$ cat src/rbi_pkg.sv
// Shared constants, request and result types for the repetition block interleaver.
package rbi_pkg;

  // Bit store geometry.
  localparam int STORE_DEPTH = 8192;
  localparam int ADDR_W      = $clog2(STORE_DEPTH);
  localparam int CNT_W       = $clog2(STORE_DEPTH + 1);
  localparam int PROD_W      = CNT_W + 2;

  // Matrix shapes for the two supported repetition factors.
  localparam int STRONG_ROWS = 144;
  localparam int STRONG_COLS = 91;
  localparam int STRONG_REP  = 3;
  localparam int WEAK_ROWS   = 104;
  localparam int WEAK_COLS   = 84;
  localparam int WEAK_REP    = 2;

  localparam int STRONG_CELLS = STRONG_ROWS * STRONG_COLS;
  localparam int WEAK_CELLS   = WEAK_ROWS * WEAK_COLS;

  // Stepping one row down adds cols to the flat position; split by the factor.
  localparam int STRONG_STEP_Q = STRONG_COLS / STRONG_REP;
  localparam int STRONG_STEP_R = STRONG_COLS % STRONG_REP;
  localparam int WEAK_STEP_Q   = WEAK_COLS / WEAK_REP;
  localparam int WEAK_STEP_R   = WEAK_COLS % WEAK_REP;

  localparam int ROW_W = 8;
  localparam int COL_W = 7;
  localparam int REM_W = 2;

  // Repetition factor codes.
  localparam logic [1:0] FACTOR_STRONG = 2'd3;
  localparam logic [1:0] FACTOR_WEAK   = 2'd2;

  // Request kinds.
  localparam logic REQ_LOAD  = 1'b0;
  localparam logic REQ_FETCH = 1'b1;

  // Queue depths.
  localparam int OPQ_DEPTH = 4;
  localparam int OPQ_PTR_W = $clog2(OPQ_DEPTH);
  localparam int OUT_DEPTH = 4;
  localparam int OUT_PTR_W = $clog2(OUT_DEPTH);

  typedef enum logic [1:0] {
    ST_OK        = 2'd0,
    ST_UNSUP     = 2'd1,
    ST_SHORT     = 2'd2,
    ST_NOT_READY = 2'd3
  } status_t;

  typedef struct packed {
    logic req_type;
    logic bit_in;
    logic last_in;
  } item_t;

  typedef struct packed {
    logic    bit_out;
    logic    last_out;
    status_t status;
  } result_t;

  // One classified request handed from the front to the back.
  typedef struct packed {
    logic              we;
    logic              wbit;
    logic              rd;
    logic              emit;
    logic              last;
    status_t           status;
    logic [ADDR_W-1:0] addr;
  } op_t;

endpackage

$ cat src/rbi_front.sv
// Front end: accepts requests, tracks frame and read position, emits store operations.
module rbi_front (
  input  logic          clk,
  input  logic          rst,
  input  logic          push,
  input  rbi_pkg::item_t item,
  input  logic          q_full,
  input  logic          cfg_valid,
  input  logic [1:0]    cfg_data,
  output logic          op_push,
  output rbi_pkg::op_t  op
);

  logic [1:0]                   factor;
  logic [rbi_pkg::CNT_W-1:0]    received_count, received_count_next;
  logic                         frame_ready, frame_ready_next;
  logic                         geom_strong, geom_strong_next;
  logic [rbi_pkg::ROW_W-1:0]    read_row, read_row_next;
  logic [rbi_pkg::COL_W-1:0]    read_column, read_column_next;
  logic [rbi_pkg::ADDR_W-1:0]   cur_q, cur_q_next, col_q, col_q_next;
  logic [rbi_pkg::REM_W-1:0]    cur_m, cur_m_next, col_m, col_m_next;

  logic                         accept;
  logic [rbi_pkg::CNT_W-1:0]    cnt_base, cnt_new;
  logic                         store_ok;
  logic [rbi_pkg::PROD_W-1:0]   need, have;
  logic [rbi_pkg::ROW_W-1:0]    rows_last;
  logic [rbi_pkg::COL_W-1:0]    cols_last;
  logic [rbi_pkg::REM_W-1:0]    rep, step_r;
  logic [rbi_pkg::ADDR_W-1:0]   step_q;
  logic [rbi_pkg::REM_W:0]      m_sum;

  assign accept = push && !q_full;

  // Geometry of the frame currently held.
  always_comb begin
    if (geom_strong) begin
      rows_last = rbi_pkg::ROW_W'(rbi_pkg::STRONG_ROWS - 1);
      cols_last = rbi_pkg::COL_W'(rbi_pkg::STRONG_COLS - 1);
      rep       = rbi_pkg::REM_W'(rbi_pkg::STRONG_REP);
      step_q    = rbi_pkg::ADDR_W'(rbi_pkg::STRONG_STEP_Q);
      step_r    = rbi_pkg::REM_W'(rbi_pkg::STRONG_STEP_R);
    end else begin
      rows_last = rbi_pkg::ROW_W'(rbi_pkg::WEAK_ROWS - 1);
      cols_last = rbi_pkg::COL_W'(rbi_pkg::WEAK_COLS - 1);
      rep       = rbi_pkg::REM_W'(rbi_pkg::WEAK_REP);
      step_q    = rbi_pkg::ADDR_W'(rbi_pkg::WEAK_STEP_Q);
      step_r    = rbi_pkg::REM_W'(rbi_pkg::WEAK_STEP_R);
    end
  end

  // Load bookkeeping: where the bit goes and how long the frame is.
  assign cnt_base = frame_ready ? '0 : received_count;
  assign store_ok = cnt_base < rbi_pkg::CNT_W'(rbi_pkg::STORE_DEPTH);
  assign cnt_new  = cnt_base + rbi_pkg::CNT_W'(store_ok);
  assign need     = (factor == rbi_pkg::FACTOR_STRONG) ?
                    rbi_pkg::PROD_W'(rbi_pkg::STRONG_CELLS) :
                    rbi_pkg::PROD_W'(rbi_pkg::WEAK_CELLS);
  assign have     = rbi_pkg::PROD_W'(cnt_new) * rbi_pkg::PROD_W'(factor);
  assign m_sum    = {1'b0, cur_m} + {1'b0, step_r};

  // Classify the request and advance the frame state.
  always_comb begin
    received_count_next = received_count;
    frame_ready_next    = frame_ready;
    geom_strong_next    = geom_strong;
    read_row_next       = read_row;
    read_column_next    = read_column;
    cur_q_next          = cur_q;
    cur_m_next          = cur_m;
    col_q_next          = col_q;
    col_m_next          = col_m;
    op                  = '0;
    op.status           = rbi_pkg::ST_OK;
    op_push             = accept;
    if (accept) begin
      if (item.req_type == rbi_pkg::REQ_LOAD) begin
        frame_ready_next    = 1'b0;
        op.we               = store_ok;
        op.wbit             = item.bit_in;
        op.addr             = cnt_base[rbi_pkg::ADDR_W-1:0];
        received_count_next = cnt_new;
        if (item.last_in) begin
          received_count_next = '0;
          op.emit             = 1'b1;
          if (factor != rbi_pkg::FACTOR_STRONG && factor != rbi_pkg::FACTOR_WEAK) begin
            op.status = rbi_pkg::ST_UNSUP;
          end else if (have < need) begin
            op.status = rbi_pkg::ST_SHORT;
          end else begin
            frame_ready_next = 1'b1;
            geom_strong_next = (factor == rbi_pkg::FACTOR_STRONG);
            read_row_next    = '0;
            read_column_next = '0;
            cur_q_next       = '0;
            cur_m_next       = '0;
            col_q_next       = '0;
            col_m_next       = '0;
          end
        end
      end else begin
        op.emit = 1'b1;
        if (!frame_ready) begin
          op.status = rbi_pkg::ST_NOT_READY;
        end else begin
          op.rd   = 1'b1;
          op.addr = cur_q;
          if (read_row == rows_last) begin
            read_row_next = '0;
            if (read_column == cols_last) begin
              read_column_next = '0;
              frame_ready_next = 1'b0;
              op.last          = 1'b1;
            end else begin
              // Next column starts at flat position column+1.
              read_column_next = read_column + 1'b1;
              if (col_m == rep - 1'b1) begin
                col_m_next = '0;
                col_q_next = col_q + 1'b1;
                cur_m_next = '0;
                cur_q_next = col_q + 1'b1;
              end else begin
                col_m_next = col_m + 1'b1;
                cur_m_next = col_m + 1'b1;
                cur_q_next = col_q;
              end
            end
          end else begin
            // One row down adds cols to the flat position.
            read_row_next = read_row + 1'b1;
            if (m_sum >= {1'b0, rep}) begin
              cur_m_next = rbi_pkg::REM_W'(m_sum - {1'b0, rep});
              cur_q_next = cur_q + step_q + 1'b1;
            end else begin
              cur_m_next = m_sum[rbi_pkg::REM_W-1:0];
              cur_q_next = cur_q + step_q;
            end
          end
        end
      end
    end
  end

  always_ff @(posedge clk) begin
    if (rst) begin
      factor         <= rbi_pkg::FACTOR_STRONG;
      received_count <= '0;
      frame_ready    <= 1'b0;
      geom_strong    <= 1'b1;
      read_row       <= '0;
      read_column    <= '0;
      cur_q          <= '0;
      cur_m          <= '0;
      col_q          <= '0;
      col_m          <= '0;
    end else begin
      if (cfg_valid) begin
        factor <= cfg_data;
      end
      received_count <= received_count_next;
      frame_ready    <= frame_ready_next;
      geom_strong    <= geom_strong_next;
      read_row       <= read_row_next;
      read_column    <= read_column_next;
      cur_q          <= cur_q_next;
      cur_m          <= cur_m_next;
      col_q          <= col_q_next;
      col_m          <= col_m_next;
    end
  end

endmodule

$ cat config.mk
export PLATFORM = sky130hd
export DESIGN_NAME = rbi_front
export DESIGN_NICKNAME = d
export VERILOG_FILES = /design/src/rbi_pkg.sv /design/src/rbi_front.sv
export SDC_FILE = /design/constraint.sdc
export NUM_CORES = 1
export LEC_CHECK = 0
export ABC_AREA = 1
export BUFFER_PORTS_ARGS = -buffer_cell sky130_fd_sc_hd__buf_4
export CAP_MARGIN = 20
export CORE_ASPECT_RATIO = 0.5
export CORE_UTILIZATION = 35
export DETAILED_ROUTE_END_ITERATION = 16
export GPL_TIMING_DRIVEN = 0
export PLACE_DENSITY = 0.62
export SLEW_MARGIN = 0
export SYNTH_ARGS = -nofsm -noshare
export SYNTH_HDL_FRONTEND = slang
export SYNTH_SLANG_ARGS = --single-unit
$ cat constraint.sdc
create_clock -name clk -period 4.47 [get_ports clk]
set_clock_uncertainty 0.1 [all_clocks]
set_input_delay 0.2235 -clock clk [delete_from_list [all_inputs] [get_ports clk]]
set_output_delay 0.2235 -clock clk [all_outputs]
set_load 0.01 [all_outputs]
==> impl_metrics.json <==
{
  "status": "finished, final reports clean",
  "synth_adder_area_share_pct": 6.49,
  "yosys.area.top_type": "dfxtp_1",
  "synth_top_family_by_area": "simple AND/OR/NAND/NOR gates",
  "power.internal_mw": 1.06,
  "cpPeakStageDelay_ns": 0.39,
  "synth-seq-area-share_pct": 22.9,
  "dp_hpwl_um": 12200,
  "wl_um": 16400,
  "synth_mux_area_share_pct": 0,
  "ys.flop_type": "dfxtp_1",
  "end_kind": "flop",
  "core_mm2": 0.0149,
  "fin_nets": 1065,
  "yosys.area_share.simple_pct": 44.1,
  "clk_latency_ns": 0.34,
  "syn_area_mm2": 0.00551,
  "place_inst": 1187,
  "globalplace.congestion": 0.885,
  "synth_edf_count": 0,
  "root_buffer": "clkbuf_16",
  "fin_cells": 1230,
  "track_usage_pct": 20.1,
  "p_leak_nw": 3.19,
  "yosysUniqueCellTypes": 45,
  "swShare_pct": 28.2,
  "p_switching_mw": 0.416,
  "crit_type": "flop to flop",
  "cp_max_fo": 8,
  "clockPowerShare_pct": 49.0,
  "cp_slowest_cell": "dfxtp_4",
  "path_clk_slew_ns": 0.06,
  "arrival_ns": 4.48,
  "grt_busiest_layer": "met2",
  "hold_violations": 0,
  "die_w_um": 179,
  "yosysMostFrequentCell": "nand2_1",
  "startpoint_type": "flop",
  "yosys_warnings": 0,
  "wl_per_cell_um": 13.3,
  "drv_slew": 0,
  "synth_compound_area_share_pct": 11.2,
  "use_met1_pct": 26.4,
  "rows": 31,
  "grt_pass1_wl_um": 26700,
  "vias_per_cell": 4.98,
  "syn_inst": 960,
  "syn_avg_cell_area_um2": 5.74,
  "cts-buffers-inserted": 9,
  "tritoncts": "built",
  "p_comb_share_pct": 11.5,
  "ir_drop_v": 0.000187,
  "die_y_um": 90.7,
  "ys_top_cells_by_area": "dfxtp_1, nand2_1, nor2_1",
  "dpl_worst_slack_ns": -0.140,
  "grt_use_met3_pct": 3.02,
  "period_needed_ns": 4.30,
  "num_vias": 6131,
  "initial_core_util_pct": 37.0,
  "slew_headroom_pct": 49.2,
  "antenna_cells": 0,
  "syn-num-nets": 998,
  "cts_htree_levels": 3,
  "pwr-share-seq_pct": 39.5,
  "reg2reg_slack_ns": 0.17,
  "grt_pass1_vias": 5638,
  "grt-ovfl-total": 0,
  "async_flop_share_pct": 0,
  "ioPinCount": 31,
  "drtAntennaViolNets": 0,
  "p_per_area_mw_per_mm2": 215,
  "drv_cap": 0,
  "areaGrowthSynthToFinish_pct": 24.8,
  "drt_iter0_markers": 409,
  "drt_pre_antenna_iters": 5,
  "synth.cells.most_frequent": "nand2_1, nor2_1, inv_1, dfxtp_1, nand3_1",
  "dieArea_mm2": 0.0163,
  "grt_max_degree": 13,
  "crit_required_ns": 4.65,
  "clock-sinks": 63,
  "clock_tree.buffer_depth": 2,
  "synthXorXnorAreaFrac_pct": 3.34,
  "worst_pin_slew_ns": 0.757,
  "drive_gt1_share_pct": 17.2,
  "worst_slack_ns": 0.166,
  "yosysTopAreaCellShare_pct": 22.9,
  "met2_usage_pct": 34.0,
  "drcViolationCount": 0,
  "ys_ff_latch": 63,
  "finalCritPeriodShare_pct": 96.3,
  "fmax_ghz": 0.232,
  "io_buffer_count": 29,
  "antenna_found_initial": 0,
  "hp-class": "input pin to flop",
  "setup-violations-final": 0
}
==> flip-flops by register name (all words and copies together) (netlist names) <==
register and cells:
geom_strong 1, frame_ready 1, received_count 14, col_q 13, col_m 2, factor 2, cur_q 13, read_column 7
read_row 8, cur_m 2
==> cell type report <==
class / count / area [um^2]
buffer: 26 / 151
inverter: 134 / 520
tap: 198 / 248
multi-input combinational: 736 / 3930
timing repair buffer: 57 / 467
fill: 1544 / 8020
sequential: 63 / 1270
clock inverter: 7 / 73.8
clock buffer: 9 / 225
==> through the flow <==
step / setup TNS [ns] / area, um^2 / total power, mW / hold slack [ns] / utilization (%)
after floorplan: 0 / 5510 / 0.700 / 0.224 / -
after global placement: -1.73 / 5980 / 0.748 / 0.338 / 40.1
after detailed placement: -4.29 / 5980 / 0.750 / 0.341 / 40.1
after CTS: 0 / 6410 / 1.47 / 0.00158 / 43.1
after global routing: -2.19 / 6880 / 1.54 / 0.0306 / 46.2
final: 0 / 6880 / 1.48 / 0.00616 / 46.2
==> kinds of logic after synthesis <==
group,Yosys count
XOR/XNOR,21
flip-flops,63
AO/OA/AOI/OAI,113
adder cells (fa/ha/maj),28
buffers and inverters,161
AND/OR/NAND/NOR,574
==> power groups by stage <==
| stage | sequential, mW | combinational, mW | clock, mW |
|---|---|---|---|
| after global placement | 0.594 | 0.153 | 0 |
| after CTS | 0.582 | 0.158 | 0.731 |
| after floorplan | 0.591 | 0.109 | 0 |
| after global routing | 0.584 | 0.191 | 0.763 |
| final | 0.583 | 0.170 | 0.724 |
| after detailed placement | 0.594 | 0.156 | 0 |
==> metal layers <==
metal	wire length, um	vias up
met5	0	-
met4	243	0
met3	619	22
met2	7550	107
met1	7950	2824
li1	-	3178
==> final timing paths <==
check         startpoint         to  depth (start not counted)
max          frame_ready   cur_q[5]                         29
min          cfg_data[1]  factor[1]                          3
max reg2reg  frame_ready   cur_q[5]                         29
min reg2reg     cur_m[0]   cur_m[0]                          2
==> worst max-delay path, delay by kind of cell (launching register included) <==
kind	cells	cell delay (ns)
flops	1	0.39
simple gates	16	1.81
compound gates	2	0.34
fa+ha+maj	2	0.50
xor+xnor	2	0.46
buf+inv	7	0.64
==> cell usage in the layout (no fill, tap or decap), drive strengths merged, types with 8 or more instances in the layout <==
cell,count
xor2,15
clkbuf,30
or2,8
nand2,291
o21ai,39
nand4,21
nor2,163
nor3,16
nand3,65
a21oi,59
ha,27
dfxtp,63
inv,132
buf,61
==> repair_timing <==
item,4_1_cts,5_1_grt
hold buffers,1,0
buffers inserted,10,14
gates resized for setup,14,85
pin swaps,16,37
endpoints found under the setup margin,43,48
gates cloned,0,3
hold endpoints to repair,1,0
Power figures use the tool's default switching activity.
