--- src/rbi_pkg.sv ---
// Shared constants, request and result types for the repetition block interleaver.
package rbi_pkg;

  // Bit store geometry.
  localparam int STORE_DEPTH = 8192;
  localparam int ADDR_W      = $clog2(STORE_DEPTH);
  localparam int CNT_W       = $clog2(STORE_DEPTH + 1);
  localparam int PROD_W      = CNT_W + 2;

  // Matrix shapes for the two supported repetition factors.
  localparam int STRONG_ROWS = 144;
  localparam int STRONG_COLS = 91;
  localparam int STRONG_REP  = 3;
  localparam int WEAK_ROWS   = 104;
  localparam int WEAK_COLS   = 84;
  localparam int WEAK_REP    = 2;

  localparam int STRONG_CELLS = STRONG_ROWS * STRONG_COLS;
  localparam int WEAK_CELLS   = WEAK_ROWS * WEAK_COLS;

  // Stepping one row down adds cols to the flat position; split by the factor.
  localparam int STRONG_STEP_Q = STRONG_COLS / STRONG_REP;
  localparam int STRONG_STEP_R = STRONG_COLS % STRONG_REP;
  localparam int WEAK_STEP_Q   = WEAK_COLS / WEAK_REP;
  localparam int WEAK_STEP_R   = WEAK_COLS % WEAK_REP;

  localparam int ROW_W = 8;
  localparam int COL_W = 7;
  localparam int REM_W = 2;

  // Repetition factor codes.
  localparam logic [1:0] FACTOR_STRONG = 2'd3;
  localparam logic [1:0] FACTOR_WEAK   = 2'd2;

  // Request kinds.
  localparam logic REQ_LOAD  = 1'b0;
  localparam logic REQ_FETCH = 1'b1;

  // Queue depths.
  localparam int OPQ_DEPTH = 4;
  localparam int OPQ_PTR_W = $clog2(OPQ_DEPTH);
  localparam int OUT_DEPTH = 4;
  localparam int OUT_PTR_W = $clog2(OUT_DEPTH);

  typedef enum logic [1:0] {
    ST_OK        = 2'd0,
    ST_UNSUP     = 2'd1,
    ST_SHORT     = 2'd2,
    ST_NOT_READY = 2'd3
  } status_t;

  typedef struct packed {
    logic req_type;
    logic bit_in;
    logic last_in;
  } item_t;

  typedef struct packed {
    logic    bit_out;
    logic    last_out;
    status_t status;
  } result_t;

  // One classified request handed from the front to the back.
  typedef struct packed {
    logic              we;
    logic              wbit;
    logic              rd;
    logic              emit;
    logic              last;
    status_t           status;
    logic [ADDR_W-1:0] addr;
  } op_t;

endpackage

--- src/rbi_op_queue.sv ---
// Short queue of classified operations between the front and the back.
module rbi_op_queue (
  input  logic         clk,
  input  logic         rst,
  input  logic         push,
  input  rbi_pkg::op_t din,
  output logic         full,
  input  logic         pop,
  output logic         empty,
  output rbi_pkg::op_t head
);

  rbi_pkg::op_t                  entries [rbi_pkg::OPQ_DEPTH];
  logic [rbi_pkg::OPQ_PTR_W-1:0] wr_ptr, rd_ptr;
  logic [rbi_pkg::OPQ_PTR_W:0]   count;
  logic                          do_push, do_pop;

  assign full    = count == (rbi_pkg::OPQ_PTR_W + 1)'(rbi_pkg::OPQ_DEPTH);
  assign empty   = count == '0;
  assign do_push = push && !full;
  assign do_pop  = pop && !empty;
  assign head    = entries[rd_ptr];

  // Entry storage.
  always_ff @(posedge clk) begin
    if (do_push) begin
      entries[wr_ptr] <= din;
    end
  end

  // Pointers and fill level.
  always_ff @(posedge clk) begin
    if (rst) begin
      wr_ptr <= '0;
      rd_ptr <= '0;
      count  <= '0;
    end else begin
      if (do_push) begin
        wr_ptr <= wr_ptr + 1'b1;
      end
      if (do_pop) begin
        rd_ptr <= rd_ptr + 1'b1;
      end
      count <= count + (rbi_pkg::OPQ_PTR_W + 1)'(do_push) - (rbi_pkg::OPQ_PTR_W + 1)'(do_pop);
    end
  end

endmodule

--- config.mk ---
export PLATFORM = sky130hd
export DESIGN_NAME = rbi_op_queue
export DESIGN_NICKNAME = d
export VERILOG_FILES = /design/src/rbi_pkg.sv /design/src/rbi_op_queue.sv
export SDC_FILE = /design/constraint.sdc
export NUM_CORES = 1
export LEC_CHECK = 0
export ABC_AREA = 1
export BUFFER_PORTS_ARGS = -buffer_cell sky130_fd_sc_hd__clkbuf_2
export CORE_MARGIN = 3
export CORE_UTILIZATION = 50
export DETAILED_ROUTE_END_ITERATION = 10
export HOLD_SLACK_MARGIN = 0.1
export PLACE_DENSITY = 0.71
export SLEW_MARGIN = 25
export SYNTH_ARGS = -nofsm -noshare
export SYNTH_HDL_FRONTEND = slang
export SYNTH_SLANG_ARGS = --single-unit
--- constraint.sdc ---
create_clock -name clk -period 3.4 [get_ports clk]
set_input_delay 1.02 -clock clk [delete_from_list [all_inputs] [get_ports clk]]
set_output_delay 1.02 -clock clk [all_outputs]
set_load 0.02 [all_outputs]
==> flow_metrics.py, run 1 <==
metrics = {
    "placement": {
        "gp_congestion": 0.770,
        "numPortBuffers": 45,
        "place_hpwl_um": 3840,
    },
    "layout": {
        "layout.area.seq_sq_um": 2580,
        "multi_input_logic_area_sq_um": 723,
        "fillCellCount": 519,
        "final_layout_size_suffix_gt1_share_pct": 22.3,
        "final_util_pct": 61.1,
        "area_delta_synth_final_pct": 15.8,
        "layout.nets": 344,
        "antenna_cells": 0,
    },
    "synthesis": {
        "post-synth-top-count-cell": "sky130_fd_sc_hd__edfxtp_1",
        "synth_warnings": 0,
        "largest_family_of_logic_cells_by_synthesized_area": "compound AO/OA/AOI/OAI gates",
        "synth_edf_count": 80,
        "synth_area_leader_cell": "sky130_fd_sc_hd__edfxtp_1",
        "synth-compound-area-share_pct": 10.2,
        "post_synthesis_share_of_cell_area_spent_on_and_or_nand_and_nor_gates_pct": 7.82,
        "area_fraction_of_the_dominant_cell_type_after_synthesis_pct": 70.1,
        "syn_area_per_cell_sq_um": 13.0,
        "synth_ff_type": "sky130_fd_sc_hd__edfxtp_1",
        "syn_area_sq_um": 3430,
        "synth.net_count": 294,
        "ys_seq_elements": 89,
        "asyncSetResetFlopFracSynth_pct": 0,
        "yosysUniqueCellTypes": 14,
        "fraction_of_the_mapped_netlist_area_in_adder_cells_pct": 2.78,
        "syn-instance-count": 263,
        "netlist_top_cells_area": "sky130_fd_sc_hd__edfxtp_1 (70%), sky130_fd_sc_hd__nor2_1 (5.9%), sky130_fd_sc_hd__o21ai_1 (5.8%)",
        "ys_seq_area_share_pct": 75.4,
        "synth.mux.area_fraction_pct": 0,
        "synthTopCellsByCount": "sky130_fd_sc_hd__edfxtp_1 (80), sky130_fd_sc_hd__nor2_1 (54), sky130_fd_sc_hd__o21ai_1 (40), sky130_fd_sc_hd__o22ai_1 (20), sky130_fd_sc_hd__inv_1 (19)",
        "post_synth_xor_area_fraction_pct": 0,
    },
    "worst_setup_path": {
        "r2r_setup_slack_ns": 1.38,
        "setup.worst_path.class": "reg -> out",
        "critPathRequiredTime_ns": 2.38,
        "worstSetupStartpointType": "register",
        "reg2reg_to": "count[2]$_SDFF_PP0_",
        "worstPathArrival_ns": 1.85,
        "worstSetupEndpointType": "primary output",
        "worst_reg2reg_path_length_in_cells": 10,
        "critical_path_fanout_max": 21,
        "r2r_start": "count[1]$_SDFF_PP0_",
    },
    "clock_tree": {
        "cts_tree": "yes",
        "clock_tree.htree_level_count": 3,
        "worst_setup_hold_path_clk_slew_ns": 0.08,
        "ctsRootBufferMaster": "sky130_fd_sc_hd__clkbuf_8",
        "number_of_resized_instances_in_the_post_cts_repair_step": 0,
        "postCtsSetupBuffers": 0,
        "clock_sinks": 89,
        "worstSkewPairLatency_ns": 0.35,
        "cts_made_buffers": 9,
        "max_buffers_root_to_sink": 2,
        "post_cts_hold_buffer_count": 0,
    },
    "route": {
        "antenna_left": 0,
        "route.vias.total": 2149,
        "routed_wire_length_per_instance_um": 15.8,
        "post_dr_vias_cell": 5.44,
        "dr.pass1.iters": 4,
        "drtIter0Drc": 100,
        "drc_errors": 0,
        "wl_um": 6230,
    },
    "job": {
        "max-cap-violations": 0,
    },
    "floorplan": {
        "core_region_area_sq_um": 6490,
        "die_area_sq_um": 7880,
        "chipWidth_um": 88.8,
        "overall_die_height_um": 88.8,
        "floorplan.initialDensity_pct": 52.7,
        "io_pins": 46,
        "rows": 29,
    },
    "power": {
        "peakVddDrop_mv": 0.531,
        "power.density_cell_area_nw_per_um2": 753,
        "power.static_leakage_nw": 1.49,
    },
    "timing": {
        "rsz0062_at_grt": "false",
        "period_needed_ns": 2.87,
        "post-route-period-util_pct": 84.4,
        "report.final.setup_viol": 0,
        "max_clock_freq_mhz": 349,
        "setup_tns_ns": 0,
        "final-hold-violation-count": 0,
        "worst_clock_skew_ns": 0.00521,
        "report.final.slew_viol_count": 0,
        "tightestPinTransition_ns": 0.701,
        "max-slew-margin-rel_pct": 53.2,
    },
    "grt": {
        "grt_overflow": 0,
        "antenna_violations_before_repair": 0,
        "first_global_vias": 2075,
        "grt_start_max_net_pins": 41,
        "gr-usage-all-layers_pct": 16.7,
        "grt_first_pass_wirelength_um": 9490,
    },
    "outcome": {
        "run_status": "complete, no violations",
    },
    "hold_path": {
        "hold_path.class": "reg -> reg",
        "holdCritStartpoint": "rd_ptr[0]$_SDFFE_PP0P_",
        "whs_path_depth": 2,
        "worst_hold_path.endpoint": "rd_ptr[0]$_SDFFE_PP0P_",
    },
}
==> metal layers <==
layer,vias up,wire length (um),global-route usage [%]
li1,1044,-,-
met1,1033,2700,19.0
met2,58,3090,28.2
met3,14,322,4.47
met4,0,115,9.75
met5,-,0,0
==> power breakdown <==
group | internal, mW | switching (mW) | total [mW]
Sequential | 1.34 | 0.0441 | 1.38
Clock | 0.416 | 0.354 | 0.771
Combinational | 0.252 | 0.585 | 0.837
==> per-stage QoR <==
| step | instances | worst slack, ns | hold slack [ns] | cell area [sq um] | power, mW |
|---|---|---|---|---|---|
| global route | 395 | 0.370 | 0.564 | 3970 | 3.17 |
| detailed placement | 379 | 0.840 | 0.482 | 3750 | 2.25 |
| global placement | 379 | 0.903 | 0.462 | 3750 | 2.22 |
| CTS | 395 | 0.515 | 0.501 | 3970 | 3.01 |
| floorplan | 263 | 1.01 | 0.448 | 3430 | 1.98 |
| finish | 395 | 0.532 | 0.496 | 3970 | 2.99 |
==> worst max path at each step <==
stage,slack [ns],end,depth (start not counted)
floorplan,1.01,entries[0][0]$_DFFE_PP_,2
global placement,0.90,count[2]$_SDFF_PP0_,8
detailed placement,0.84,count[2]$_SDFF_PP0_,8
CTS,0.52,head[2],5
global route,0.37,head[6],5
finish,0.53,head[2],5
==> cells by family (layout without fill, tap and decap cells) <==
| logic type | count (synthesis) | after routing |
|---|---|---|
| compound gates | 65 | 65 |
| fa+ha+maj | 7 | 7 |
| buf+inv | 32 | 87 |
| simple gates | 70 | 70 |
| flops | 89 | 89 |
==> critical path: stages (launching register included) <==
cell and delay [ns]:
sky130_fd_sc_hd__dfxtp_1 0.31, sky130_fd_sc_hd__buf_4 0.20, sky130_fd_sc_hd__inv_1 0.46, sky130_fd_sc_hd__o21ai_1 0.14, sky130_fd_sc_hd__o22ai_1 0.18, sky130_fd_sc_hd__clkbuf_2 0.20
==> cell type report <==
| class | count | share of cell area (%) |
|---|---|---|
| inverter | 20 | 1.89 |
| timing repair buffer | 51 | 6.81 |
| clock buffer | 10 | 3.22 |
| multi-input combinational | 142 | 18.2 |
| clock inverter | 6 | 2.30 |
| tap | 77 | 2.43 |
| sequential | 89 | 65.1 |
==> sequential cells by signal, summed over array words and instances, names as in the netlist, named ones only <==
| signal | flops |
|---|---|
| count | 3 |
| entries | 80 |
| rd_ptr | 2 |
| wr_ptr | 2 |
==> layout by cell type (no fill, tap or decap), types with 3 or more instances in the layout <==
master                       Yosys  final
sky130_fd_sc_hd__a21oi_1         5      5
sky130_fd_sc_hd__buf_4           0      6
sky130_fd_sc_hd__clkbuf_2        0     45
sky130_fd_sc_hd__clkbuf_8        0      9
sky130_fd_sc_hd__clkinvlp_4      0      3
sky130_fd_sc_hd__dfxtp_1         9      9
sky130_fd_sc_hd__edfxtp_1       80     80
sky130_fd_sc_hd__ha_1            6      6
sky130_fd_sc_hd__inv_1          19     19
sky130_fd_sc_hd__nand2_1        12     12
sky130_fd_sc_hd__nand3_1         4      4
sky130_fd_sc_hd__nor2_1         54     50
sky130_fd_sc_hd__nor2_2          0      4
sky130_fd_sc_hd__o21ai_1        40     40
sky130_fd_sc_hd__o22ai_1        20     20
(Power assumes the default switching activity.)
==> run 2: changes to the inputs <==
Clock period 3.4 ns to 2.7 ns, I/O delays scaled along.
==> flow_metrics.py, run 2 (same netlist as run 1, synthesis figures left out) <==
metrics = {
    "outcome": {
        "run_status": "complete, no violations",
    },
    "route": {
        "drc_errors": 0,
        "dr.pass1.iters": 4,
        "met3_wirelength_um": 314,
        "dr.max_layer_used": "met4",
        "wl_um": 5900,
        "drtIter0Drc": 129,
        "antenna_left": 0,
        "route.vias.total": 2076,
        "post_dr_vias_cell": 5.22,
        "met2_length_um": 3070,
        "routed_wire_length_per_instance_um": 14.8,
        "wl_met1_um": 2430,
    },
    "floorplan": {
        "rows": 29,
        "io_pins": 46,
        "floorplan.initialDensity_pct": 52.7,
        "die_area_sq_um": 7880,
        "overall_die_height_um": 88.8,
        "core_region_area_sq_um": 6490,
        "chipWidth_um": 88.8,
    },
    "clock_tree": {
        "cts_made_buffers": 9,
        "post_cts_hold_buffer_count": 0,
        "clock_sinks": 89,
        "worst_setup_hold_path_clk_slew_ns": 0.09,
        "cts_tree": "yes",
        "clock_tree.htree_level_count": 3,
        "number_of_resized_instances_in_the_post_cts_repair_step": 0,
        "worstSkewPairLatency_ns": 0.35,
        "ctsRootBufferMaster": "sky130_fd_sc_hd__clkbuf_8",
        "max_buffers_root_to_sink": 2,
        "postCtsSetupBuffers": 0,
    },
    "worst_setup_path": {
        "worstPathArrival_ns": 1.62,
        "worstSetupStartpointType": "register",
        "setup.worst_path.class": "reg -> out",
        "critPathRequiredTime_ns": 1.89,
        "critical_path_fanout_max": 26,
        "worstSetupEndpointType": "primary output",
    },
    "timing": {
        "tightestPinTransition_ns": 0.308,
        "post-route-period-util_pct": 90.1,
        "max-slew-margin-rel_pct": 79.5,
        "setup_tns_ns": 0,
        "period_needed_ns": 2.43,
        "rsz0062_at_grt": "false",
        "report.final.slew_viol_count": 0,
        "max_clock_freq_mhz": 411,
        "final-hold-violation-count": 0,
        "report.final.setup_viol": 0,
        "worst_clock_skew_ns": 0.00927,
    },
    "placement": {
        "place_hpwl_um": 3600,
        "numPortBuffers": 45,
        "gp_congestion": 0.822,
    },
    "layout": {
        "fillCellCount": 520,
        "final_cell_mix": "sky130_fd_sc_hd__edfxtp_1 (80), sky130_fd_sc_hd__nor2_1 (50), sky130_fd_sc_hd__clkbuf_2 (45), sky130_fd_sc_hd__o21ai_1 (40), sky130_fd_sc_hd__o22ai_1 (20)",
        "largest_register_ffs": 80,
        "layout.nets": 347,
        "area_delta_synth_final_pct": 16.7,
        "largest-register": "entries",
        "layout.area.seq_sq_um": 2580,
        "multi_input_logic_area_sq_um": 723,
        "layout.cells.most_common": "sky130_fd_sc_hd__edfxtp_1",
        "largestRegisters": "entries: 80 flops, count: 3 flops",
        "antenna_cells": 0,
        "final_layout_size_suffix_gt1_share_pct": 23.1,
    },
    "power": {
        "peakVddDrop_mv": 0.603,
        "power.static_leakage_nw": 1.51,
        "overall_power_after_layout_mw": 3.77,
        "power.density_cell_area_nw_per_um2": 943,
    },
    "grt": {
        "gr-usage-all-layers_pct": 16.3,
        "grt_first_pass_wirelength_um": 9290,
        "antenna_violations_before_repair": 0,
        "grt_start_max_net_pins": 27,
        "grt_overflow": 0,
        "first_global_vias": 1973,
    },
    "job": {
        "max-cap-violations": 0,
    },
    "hold_path": {
        "hold_path.class": "reg -> reg",
    },
}
## run 2: changes by cell type in the layout (fill, tap and decap cells not counted), sizes merged
cell and change:
clkinvlp -1, clkinv +2, clkbuf -1, buf +3
## run 2: per-stage QoR
| step | cells | area [sq um] | setup slack, ns | util [%] | hold WS (ns) |
|---|---|---|---|---|---|
| 3_3_place_gp | 382 | 3780 | 0.408 | 58.2 | 0.467 |
| 2_1_floorplan | 263 | 3430 | 0.515 | - | 0.448 |
| 6_report | 398 | 4000 | 0.267 | 61.6 | 0.512 |
| 4_1_cts | 398 | 4000 | 0.253 | 61.6 | 0.518 |
| 5_1_grt | 398 | 4000 | 0.180 | 61.6 | 0.577 |
| 3_5_place_dp | 382 | 3780 | 0.355 | 58.2 | 0.496 |
## run 2: final cells by class
class	instances	share of cell area, %
clock inverter	7	2.32
multi-input combinational	142	18.1
clock buffer	9	3.10
timing repair buffer	54	7.63
sequential	89	64.6
inverter	20	1.88
tap	77	2.41
## run 2: worst max-delay path, stage by stage (launching register included)
cell and delay, ns:
sky130_fd_sc_hd__dfxtp_1 0.34, sky130_fd_sc_hd__inv_2 0.24, sky130_fd_sc_hd__buf_12 0.22, sky130_fd_sc_hd__nor2_1 0.06, sky130_fd_sc_hd__o22ai_1 0.20, sky130_fd_sc_hd__clkbuf_2 0.21
## run 2: path summary, 6_finish.rpt
kind                           from                      to  slack [ns]  depth (start not counted)
max reg2reg     count[1]$_SDFF_PP0_     count[2]$_SDFF_PP0_        0.66                          9
min          rd_ptr[0]$_SDFFE_PP0P_  rd_ptr[0]$_SDFFE_PP0P_        0.51                          2
min reg2reg  rd_ptr[0]$_SDFFE_PP0P_  rd_ptr[0]$_SDFFE_PP0P_        0.51                          2
max                        register                head[13]        0.27                          5
## run 2: power breakdown
group	internal, mW	total (mW)	switching, mW	leakage [nW]
combinational	0.342	1.07	0.728	0.601
clock	0.519	0.962	0.443	0.103
sequential	1.68	1.74	0.0557	0.807
## run 2: routing by layer
| layer | GRT usage (%) | vias to the layer above |
|---|---|---|
| li1 | - | 1043 |
| met1 | 18.6 | 989 |
| met2 | 28.5 | 37 |
| met3 | 4.84 | 7 |
| met4 | 6.73 | 0 |
| met5 | 0 | - |
